**src/rtl/core/ggvc_pkg.sv**
```systemverilog
// ----------------------------------------------------------------------------
// Go-to-goal velocity controller package
// Shared types, register indexes and constant tables for the controller.
// ----------------------------------------------------------------------------
package ggvc_pkg;

    // Configuration register indexes.
    localparam logic [2:0] REG_GOAL_X       = 3'd0;
    localparam logic [2:0] REG_GOAL_Y       = 3'd1;
    localparam logic [2:0] REG_HEADING_GAIN = 3'd2;
    localparam logic [2:0] REG_ARRIVE_TOL   = 3'd3;
    localparam logic [2:0] REG_LINEAR_LIM   = 3'd4;
    localparam logic [2:0] REG_ANGULAR_LIM  = 3'd5;

    // Width of the vector components inside the rotation chain.
    localparam int VW = 45;
    // Width of an accumulated angle in Q30 radians.
    localparam int AW = 34;
    // Bits of the radicand and of the root accumulator.
    localparam int SQ_W = 64;
    // The square root resolves two radicand bits per cell.
    localparam int SQRT_STEPS = 32;
    // Bit position that the normalised vector magnitude reaches.
    localparam int NORM_TOP = 40;

    localparam logic [30:0] HALF_PI_Q30 = 31'd1686629713;

    localparam logic [29:0] ATAN_TAB [32] = '{
        30'd843314857, 30'd497837829, 30'd263043837, 30'd133525159,
        30'd67021687,  30'd33543516,  30'd16775851,  30'd8388437,
        30'd4194283,   30'd2097149,   30'd1048576,   30'd524288,
        30'd262144,    30'd131072,    30'd65536,     30'd32768,
        30'd16384,     30'd8192,      30'd4096,      30'd2048,
        30'd1024,      30'd512,       30'd256,       30'd128,
        30'd64,        30'd32,        30'd16,        30'd8,
        30'd4,         30'd2,         30'd1,         30'd0
    };

    // One vector whose angle is being resolved.
    typedef struct packed {
        logic signed [VW-1:0] x;
        logic signed [VW-1:0] y;
        logic signed [AW-1:0] ang;
        logic                 zero;
    } ggvc_vec_t;

    // Everything one item carries down the chain.
    typedef struct packed {
        ggvc_vec_t         yaw;
        ggvc_vec_t         brg;
        logic [SQ_W-1:0]   rem;
        logic [SQ_W-1:0]   root;
        logic              arrived;
    } ggvc_data_t;

endpackage

```
**src/rtl/core/ggvc_norm.sv**
```systemverilog
// ----------------------------------------------------------------------------
// Normalisation step
// Multiplies each vector of an item by a fixed power of two if the shift keeps
// its magnitude within the normalisation bound.
// ----------------------------------------------------------------------------
module ggvc_norm #(
    parameter int SHIFT = 1
) (
    input  logic                clk,
    input  logic                rst_n,
    input  logic                en,
    input  logic                valid_in,
    input  ggvc_pkg::ggvc_data_t data_in,
    output logic                valid_out,
    output ggvc_pkg::ggvc_data_t data_out
);

    logic                 valid_reg;
    ggvc_pkg::ggvc_data_t data_reg;
    ggvc_pkg::ggvc_data_t data_next;

    function automatic ggvc_pkg::ggvc_vec_t norm_step(input ggvc_pkg::ggvc_vec_t v);
        logic [ggvc_pkg::VW-1:0] ax;
        logic [ggvc_pkg::VW-1:0] ay;
        logic [ggvc_pkg::VW-1:0] m;
        ggvc_pkg::ggvc_vec_t     r;
        ax = v.x[ggvc_pkg::VW-1] ? ggvc_pkg::VW'(-v.x) : ggvc_pkg::VW'(v.x);
        ay = v.y[ggvc_pkg::VW-1] ? ggvc_pkg::VW'(-v.y) : ggvc_pkg::VW'(v.y);
        m  = ax | ay;
        r  = v;
        // Shift only if the top bits that the shift would fill are still clear.
        if ((m >> (ggvc_pkg::NORM_TOP + 1 - SHIFT)) == '0)
        begin
            r.x = v.x <<< SHIFT;
            r.y = v.y <<< SHIFT;
        end
        return r;
    endfunction

    always_comb
    begin
        data_next     = data_in;
        data_next.yaw = norm_step(data_in.yaw);
        data_next.brg = norm_step(data_in.brg);
    end

    always_ff @(posedge clk or negedge rst_n)
    begin
        if (!rst_n)
        begin
            valid_reg <= 1'b0;
        end
        else if (en)
        begin
            valid_reg <= valid_in;
        end
    end

    always_ff @(posedge clk)
    begin
        if (en)
        begin
            data_reg <= data_next;
        end
    end

    assign valid_out = valid_reg;
    assign data_out  = data_reg;

endmodule

```
**config.mk**
```make
export PLATFORM = sky130hd
export DESIGN_NAME = ggvc_norm
export DESIGN_NICKNAME = d
export VERILOG_FILES = /design/src/rtl/core/ggvc_pkg.sv /design/src/rtl/core/ggvc_norm.sv
export SDC_FILE = /design/constraint.sdc
export NUM_CORES = 1
export LEC_CHECK = 0
export ABC_CLOCK_PERIOD_IN_PS = 850
export BUFFER_PORTS_ARGS = -buffer_cell sky130_fd_sc_hd__clkbuf_2
export CAP_MARGIN = 20
export CORE_AREA = 8 8 292 294
export DETAILED_ROUTE_END_ITERATION = 8
export DIE_AREA = 0 0 300 302
export HOLD_SLACK_MARGIN = 0.03
export PLACE_DENSITY_LB_ADDON = 0.12
export SYNTH_ARGS = -nofsm -noshare
export SYNTH_HDL_FRONTEND = slang
export SYNTH_SLANG_ARGS = --single-unit
```
**constraint.sdc**
```tcl
create_clock -name clk -period 0.85 [get_ports clk]
set_clock_uncertainty 0.05 [all_clocks]
set_input_delay 0.0425 -clock clk [delete_from_list [all_inputs] [get_ports clk]]
set_output_delay 0.0425 -clock clk [all_outputs]
set_load 0.005 [all_outputs]
```
==> impl_metrics.env, run 1 <==
export IMPL_status="finished, violations left"
export IMPL_violations="hold timing, setup timing"
export IMPL_antenna_left=0
export IMPL_dp_cells=2738
export IMPL_gr_total_overflow=0
export IMPL_layout_common_cells="722 x clkbuf_2, 389 x dlygate4sd3_1, 379 x edfxtp_1, 228 x buf_4, 161 x mux2_4"
export IMPL_synth_top_area_share_pct=78.3
export IMPL_cts_max_level=2
export IMPL_die_area_um2=90600
export IMPL_synthesis_instances=690
export IMPL_holdWs_ps=-99.9
export IMPL_synthDistinctLibCells=37
export IMPL_critPathKind="in2reg"
export IMPL_clockBufferDepth=3
export IMPL_num_nets_final=2523
export IMPL_cts_sinks=380
export IMPL_fin_total_pwr_mw=49.7
export IMPL_start_util_pct=18.0
export IMPL_grt_max_degree=26
export IMPL_die_h_um=302
export IMPL_numPortBuffers=762
export IMPL_clock_root_buffer="clkbuf_16"
export IMPL_multi_input_area_um2=3460
export IMPL_syn_area_per_cell_um2=21.1
export IMPL_place_hpwl_mm=53.7
export IMPL_critical_path_slowest_cell="o41ai_4"
export IMPL_synthesis_area_um2=14500
export IMPL_vias=12200
export IMPL_cp_arrival_ps=2400
export IMPL_grt_pass1_vias=13700
export IMPL_fin_crit_sh_pct=250
export IMPL_yosysTopAreaCell="edfxtp_1"
export IMPL_ys_seq_area_share_pct=78.5
export IMPL_drtPass1Iterations=4
export IMPL_viasPerCell=3.75
export IMPL_cts_buffers=48
export IMPL_core_um2=80900
export IMPL_first_iter_violations=393
export IMPL_cpPeakStageDelay_ps=340
export IMPL_hold_class="in2reg"
export IMPL_worstPathMaxFanout=8
export IMPL_ios=763
export IMPL_layout_cells_most_common="clkbuf_2"
export IMPL_setup_viol_count_final=559
export IMPL_clk_pin_slew_ps=50
export IMPL_hold_viol=19
export IMPL_final_util_pct=35.2
export IMPL_syn2layout_area_growth_pct=96.0
export IMPL_cp_end_kind="flip-flop"
export IMPL_ir_drop_mv=1.34
export IMPL_dpl_cell_area_um2=21900
export IMPL_grt_antenna_before_repair=8
export IMPL_drc=0
export IMPL_yosys_register_bits=380
export IMPL_grtUsageTotal_pct=14.0
export IMPL_crit_chain="buf_6 > nor4_4 > nand4_1 > buf_6 > o41ai_4 > buf_4 > a21oi_4 > nor4_4 > buf_6 > clkbuf_16 > mux2_4"
export IMPL_nFillCells=8056
export IMPL_slew_violations=0
export IMPL_crit_required_ps=1120
export IMPL_finalNonFillerCells=3254
export IMPL_syn_nets=1073
export IMPL_min_period_ps=2120
export IMPL_critPathMostFrequentCell="buf_6"
export IMPL_crit_path_start_kind="input pin"
export IMPL_setup_ws_ps=-1270
export IMPL_wire_per_inst_um=20.8
export IMPL_slew_headroom_pct=67.3
export IMPL_fmax_mhz=471
export IMPL_synth_area_top_cells="edfxtp_1 78%, mux2_4 8.1%, mux2_1 6.0%, nor4_1 1.7%, buf_12 1.1%"
export IMPL_yosysWarnings=0
export IMPL_drv_cap=0
export IMPL_fp_row_count=105
export IMPL_register_area_um2=11400
export IMPL_grt_pass1_wl_mm=94.5
export IMPL_place_congestion=0.800
export IMPL_die_x_um=300
export IMPL_cts_tree="done"
export IMPL_finalSetupTns_ps=-319160
export IMPL_tightest_slew_ps=489
export IMPL_rsz0062_at_grt="true"
export IMPL_drive_above_1_share_pct=60.5
export IMPL_routed_wl_mm=67.6
export IMPL_clk_latency_ps=570
export IMPL_power_density_nw_per_um2=1750
export IMPL_finalInstanceArea_um2=28500
export IMPL_p_leak_nw=12.5
## sequential cells by signal, indices dropped and copies added (netlist names)
register	count
valid_out	1
data_out	379
## synth_stat cells
master     count
o22ai_1        2
nor3_2         1
o21ai_0        4
nor2b_2        1
nor4_2         2
nand3_1        6
buf_2          1
buf_12         8
mux2_4        78
mux2_2         6
a211oi_1       1
nand4_1        6
dfrtp_1        1
o41ai_1        1
o211ai_1       1
or2_2          1
nor2_1         5
and2_1         2
nand2_1       12
o21ai_2        1
o21ai_1        1
and3_1         1
edfxtp_1     379
mux2_1        78
buf_6          9
or4_1          3
a22oi_1        1
nor4_1        39
clkbuf_1      17
a21oi_1        5
mux2i_1        1
nand4b_1       1
nor2b_1        5
nand3b_1       1
a2bb2oi_1      1
nand2b_1       1
nor3_1         7
## metrics by stage
stage                     worst slack [ps]  hold slack (ps)
final                                -1270            -99.9
after global routing                 -1320             -132
after CTS                            -1210             -133
after detailed placement             -2070             -230
after global placement               -2150             -230
after floorplan                      -1460             -303
## routing by layer
metal  track usage (%)  share of wire (%)
met4              4.99                3.1
met3              4.45                6.9
met5                 0              0.031
met2              25.9                 54
met1              14.9                 36
## layout make-up
cell class | count | share of cell area [%]
antenna | 7 | 0.0615
clock buffer | 60 | 4.41
clock inverter | 27 | 0.857
multi-input combinational | 275 | 12.1
sequential | 380 | 40.0
tap | 1070 | 4.70
timing repair buffer | 1435 | 37.8
## where the power goes
| group | switching, mW | internal [mW] |
|---|---|---|
| sequential | 0.504 | 22.3 |
| clock | 8.19 | 11.4 |
| combinational | 3.04 | 4.23 |
## cells by family (layout without fill, tap and decap cells)
logic type      after synthesis  in the layout  synth area share [%]
compound gates               18             18                 0.766
buf+inv                      35           1522                  2.27
flops                       380            380                  78.5
mux                         163            163                  14.6
other cells                   0              7                     0
simple gates                 94             94                  3.82
## critical path, delay by kind of cell
kind / cells / cell delay [ps]
buf+inv: 5 / 880
simple gates: 3 / 780
compound gates: 2 / 400
mux: 1 / 290
## path summary, 6_finish.rpt
check                                           start                      end  cells past startpoint  slack (ps)
worst max register to register  valid_out$_DFFE_PN0P_    valid_out$_DFFE_PN0P_                      1          60
worst min register to register  valid_out$_DFFE_PN0P_    valid_out$_DFFE_PN0P_                      1         460
min in group asynchronous                       rst_n    valid_out$_DFFE_PN0P_                      3         300
worst min-delay path                               en   data_out[62]$_DFFE_PP_                      2        -100
worst max-delay path                     data_in[189]  data_out[181]$_DFFE_PP_                     11       -1270
max in group asynchronous                       rst_n    valid_out$_DFFE_PN0P_                      3         350
## repair_timing
item,CTS,global route
cloned,9,5
buffers inserted,19,5
setup endpoints to repair,544,547
hold buffers,385,4
hold endpoints to repair,463,54
pin swaps,14,9
gates resized for setup,102,61
(Power assumes the default switching activity.)
==> run 2, diff against run 1 <==
CELL_PAD_IN_SITES_DETAIL_PLACEMENT = 1   (was default)
CELL_PAD_IN_SITES_GLOBAL_PLACEMENT = 1   (was default)
CTS_CLUSTER_SIZE = 12   (was default)
MAX_ROUTING_LAYER = met4   (was default)
==> run 2 against run 1 <==
Compared with the run above:
- utilization shrank 0.27 points
- clock power is essentially flat
- clock-buffer cell count grew 1
- non-clock buffer count shrank 13
- wire length grew 6.1%
- critical path type unchanged
- critical path depth grew 1
- register-to-register slack lost 50 ps
- hold slack lost 50 ps
- sequential share of layout area grew 0.31 points
- the run still ends with hold timing, setup timing left
==> impl_metrics.env, run 2 (synthesized netlist as in run 1, its figures left out) <==
export IMPL_p_leak_nw=12.4
export IMPL_drc=0
export IMPL_start_util_pct=18.0
export IMPL_first_iter_violations=390
export IMPL_worstPathMaxFanout=5
export IMPL_fp_row_count=105
export IMPL_dp_cells=2734
export IMPL_ir_drop_mv=1.18
export IMPL_critPathKind="in2reg"
export IMPL_die_x_um=300
export IMPL_core_um2=80900
export IMPL_antenna_left=0
export IMPL_violations="hold timing, setup timing"
export IMPL_hold_viol=35
export IMPL_ios=763
export IMPL_setup_viol_count_final=544
export IMPL_fin_crit_sh_pct=262
export IMPL_cts_tree="done"
export IMPL_syn2layout_area_growth_pct=94.5
export IMPL_power_density_nw_per_um2=1760
export IMPL_fin_total_pwr_mw=49.7
export IMPL_cts_max_level=2
export IMPL_slew_headroom_pct=75.4
export IMPL_finalNonFillerCells=3240
export IMPL_crit_path_start_kind="input pin"
export IMPL_clock_root_buffer="clkbuf_16"
export IMPL_critPathMostFrequentCell="nor4_4"
export IMPL_place_hpwl_mm=56.6
export IMPL_num_nets_final=2509
export IMPL_hold_class="in2reg"
export IMPL_p_int_mw=38.1
export IMPL_fmax_mhz=449
export IMPL_die_area_um2=90600
export IMPL_grt_antenna_before_repair=13
export IMPL_routed_wl_mm=71.7
export IMPL_die_h_um=302
export IMPL_final_util_pct=34.9
export IMPL_drtPass1Iterations=4
export IMPL_clockBufferDepth=3
export IMPL_largest_reg_flops=379
export IMPL_vias=12200
export IMPL_layout_common_cells="708 x clkbuf_2, 380 x dlygate4sd3_1, 379 x edfxtp_1, 222 x buf_4, 159 x mux2_4"
export IMPL_slew_violations=0
export IMPL_grt_pass1_vias=13700
export IMPL_nFillCells=8743
export IMPL_viasPerCell=3.76
export IMPL_multi_input_area_um2=3450
export IMPL_rsz0062_at_grt="true"
export IMPL_drive_above_1_share_pct=60.7
export IMPL_power_switching_mw=11.6
export IMPL_switching_share_pct=23.3
export IMPL_status="finished, violations left"
export IMPL_cp_end_kind="flip-flop"
export IMPL_grtUsageTotal_pct=15.4
export IMPL_clk_pin_slew_ps=60
export IMPL_numPortBuffers=762
export IMPL_holdWs_ps=-150
export IMPL_sequentialPowerShare_pct=45.9
export IMPL_clkPwrFrac_pct=39.6
export IMPL_min_period_ps=2230
export IMPL_critical_path_slowest_cell="nor4_4"
export IMPL_gr_total_overflow=0
export IMPL_wire_per_inst_um=22.1
export IMPL_register_area_um2=11400
export IMPL_clk_latency_ps=580
export IMPL_drv_cap=0
export IMPL_cp_arrival_ps=2490
export IMPL_cts_buffers=47
export IMPL_cts_sinks=380
export IMPL_layout_cells_most_common="clkbuf_2"
export IMPL_crit_chain="clkbuf_2 > nor4_4 > nand3_2 > nor4_4 > buf_4 > nand3b_1 > nand4_1 > nor4_4 > buf_12 > buf_12 > clkbuf_16 > mux2_4"
export IMPL_preCtsSetupSlack_ps=-2290
export IMPL_cpPeakStageDelay_ps=370
export IMPL_place_congestion=0.812
export IMPL_power_share_combinational_pct=14.5
export IMPL_grt_pass1_wl_mm=99.3
export IMPL_setup_ws_ps=-1380
export IMPL_tightest_slew_ps=365
export IMPL_crit_required_ps=1110
export IMPL_grt_max_degree=27
run 2: cell types whose count changed in the layout (fill, tap and decap cells not counted), moves of 6 or more:
cell and delta:
diode_2 +6, buf_4 -6, clkbuf_8 -12, clkbuf_2 -14, dlygate4sd3_1 -9, buf_16 -6, buf_8 +11, buf_2 +21
run 2: cell type report:
| type | count | area share, % |
|---|---|---|
| Antenna cell | 13 | 0.115 |
| Clock buffer | 61 | 4.35 |
| Clock inverter | 19 | 0.841 |
| Multi-Input combinational cell | 275 | 12.2 |
| Sequential cell | 380 | 40.4 |
| Tap cell | 1070 | 4.74 |
| Timing Repair Buffer | 1422 | 37.4 |
run 2: stage by stage:
step / cell area (µm²) / setup TNS (ps)
3_5_place_dp: 21900 / -370020
4_1_cts: 28000 / -344500
5_1_grt: 28300 / -363320
6_report: 28300 / -325360
2_1_floorplan: 14900 / -224470
3_3_place_gp: 21900 / -369160
run 2: power groups by stage:
stage / combinational [mW] / clock [mW] / sequential [mW]
after global routing: 7.72 / 21.1 / 22.9
after floorplan: 0.750 / 0 / 23.3
final: 7.20 / 19.7 / 22.8
after CTS: 7.26 / 20.5 / 22.8
after detailed placement: 5.68 / 0 / 23.2
after global placement: 5.66 / 0 / 23.1
run 2: worst max-delay path: cells and delay by family:
family	cells	cell delay, ps
and+or+nand+nor	6	1440
muxes	1	290
buffers and inverters	5	710
run 2: what timing repair did:
item                                    CTS  global route
endpoints found under the hold margin   690           150
buffers inserted                         23             6
pin swaps                                 9            15
resized for setup                        82           125
gates cloned                              8             4
endpoints found under the setup margin  544           547
hold buffers                            379             1
run 2: routing by layer:
metal	wire (µm)	GRT usage (%)	vias up	part of all wire [%]
met2	38500	27.7	392	54
li1	-	-	5699	-
met3	4760	4.45	89	6.6
met5	0	-	-	0
met4	1910	4.71	0	2.7
met1	26600	16.1	6004	37
run 2: path summary, 6_finish.rpt:
| kind | startpoint | to | slack [ps] | cells after the start |
|---|---|---|---|---|
| max reg2reg | valid_out$_DFFE_PN0P_ | valid_out$_DFFE_PN0P_ | 10 | 1 |
| min | en | data_out[24]$_DFFE_PP_ | -150 | 2 |
| min reg2reg | valid_out$_DFFE_PN0P_ | valid_out$_DFFE_PN0P_ | 530 | 1 |
| max | data_in[232] | data_out[191]$_DFFE_PP_ | -1380 | 12 |
| min in group asynchronous | rst_n | valid_out$_DFFE_PN0P_ | 270 | 3 |
| max in group asynchronous | rst_n | valid_out$_DFFE_PN0P_ | 380 | 3 |
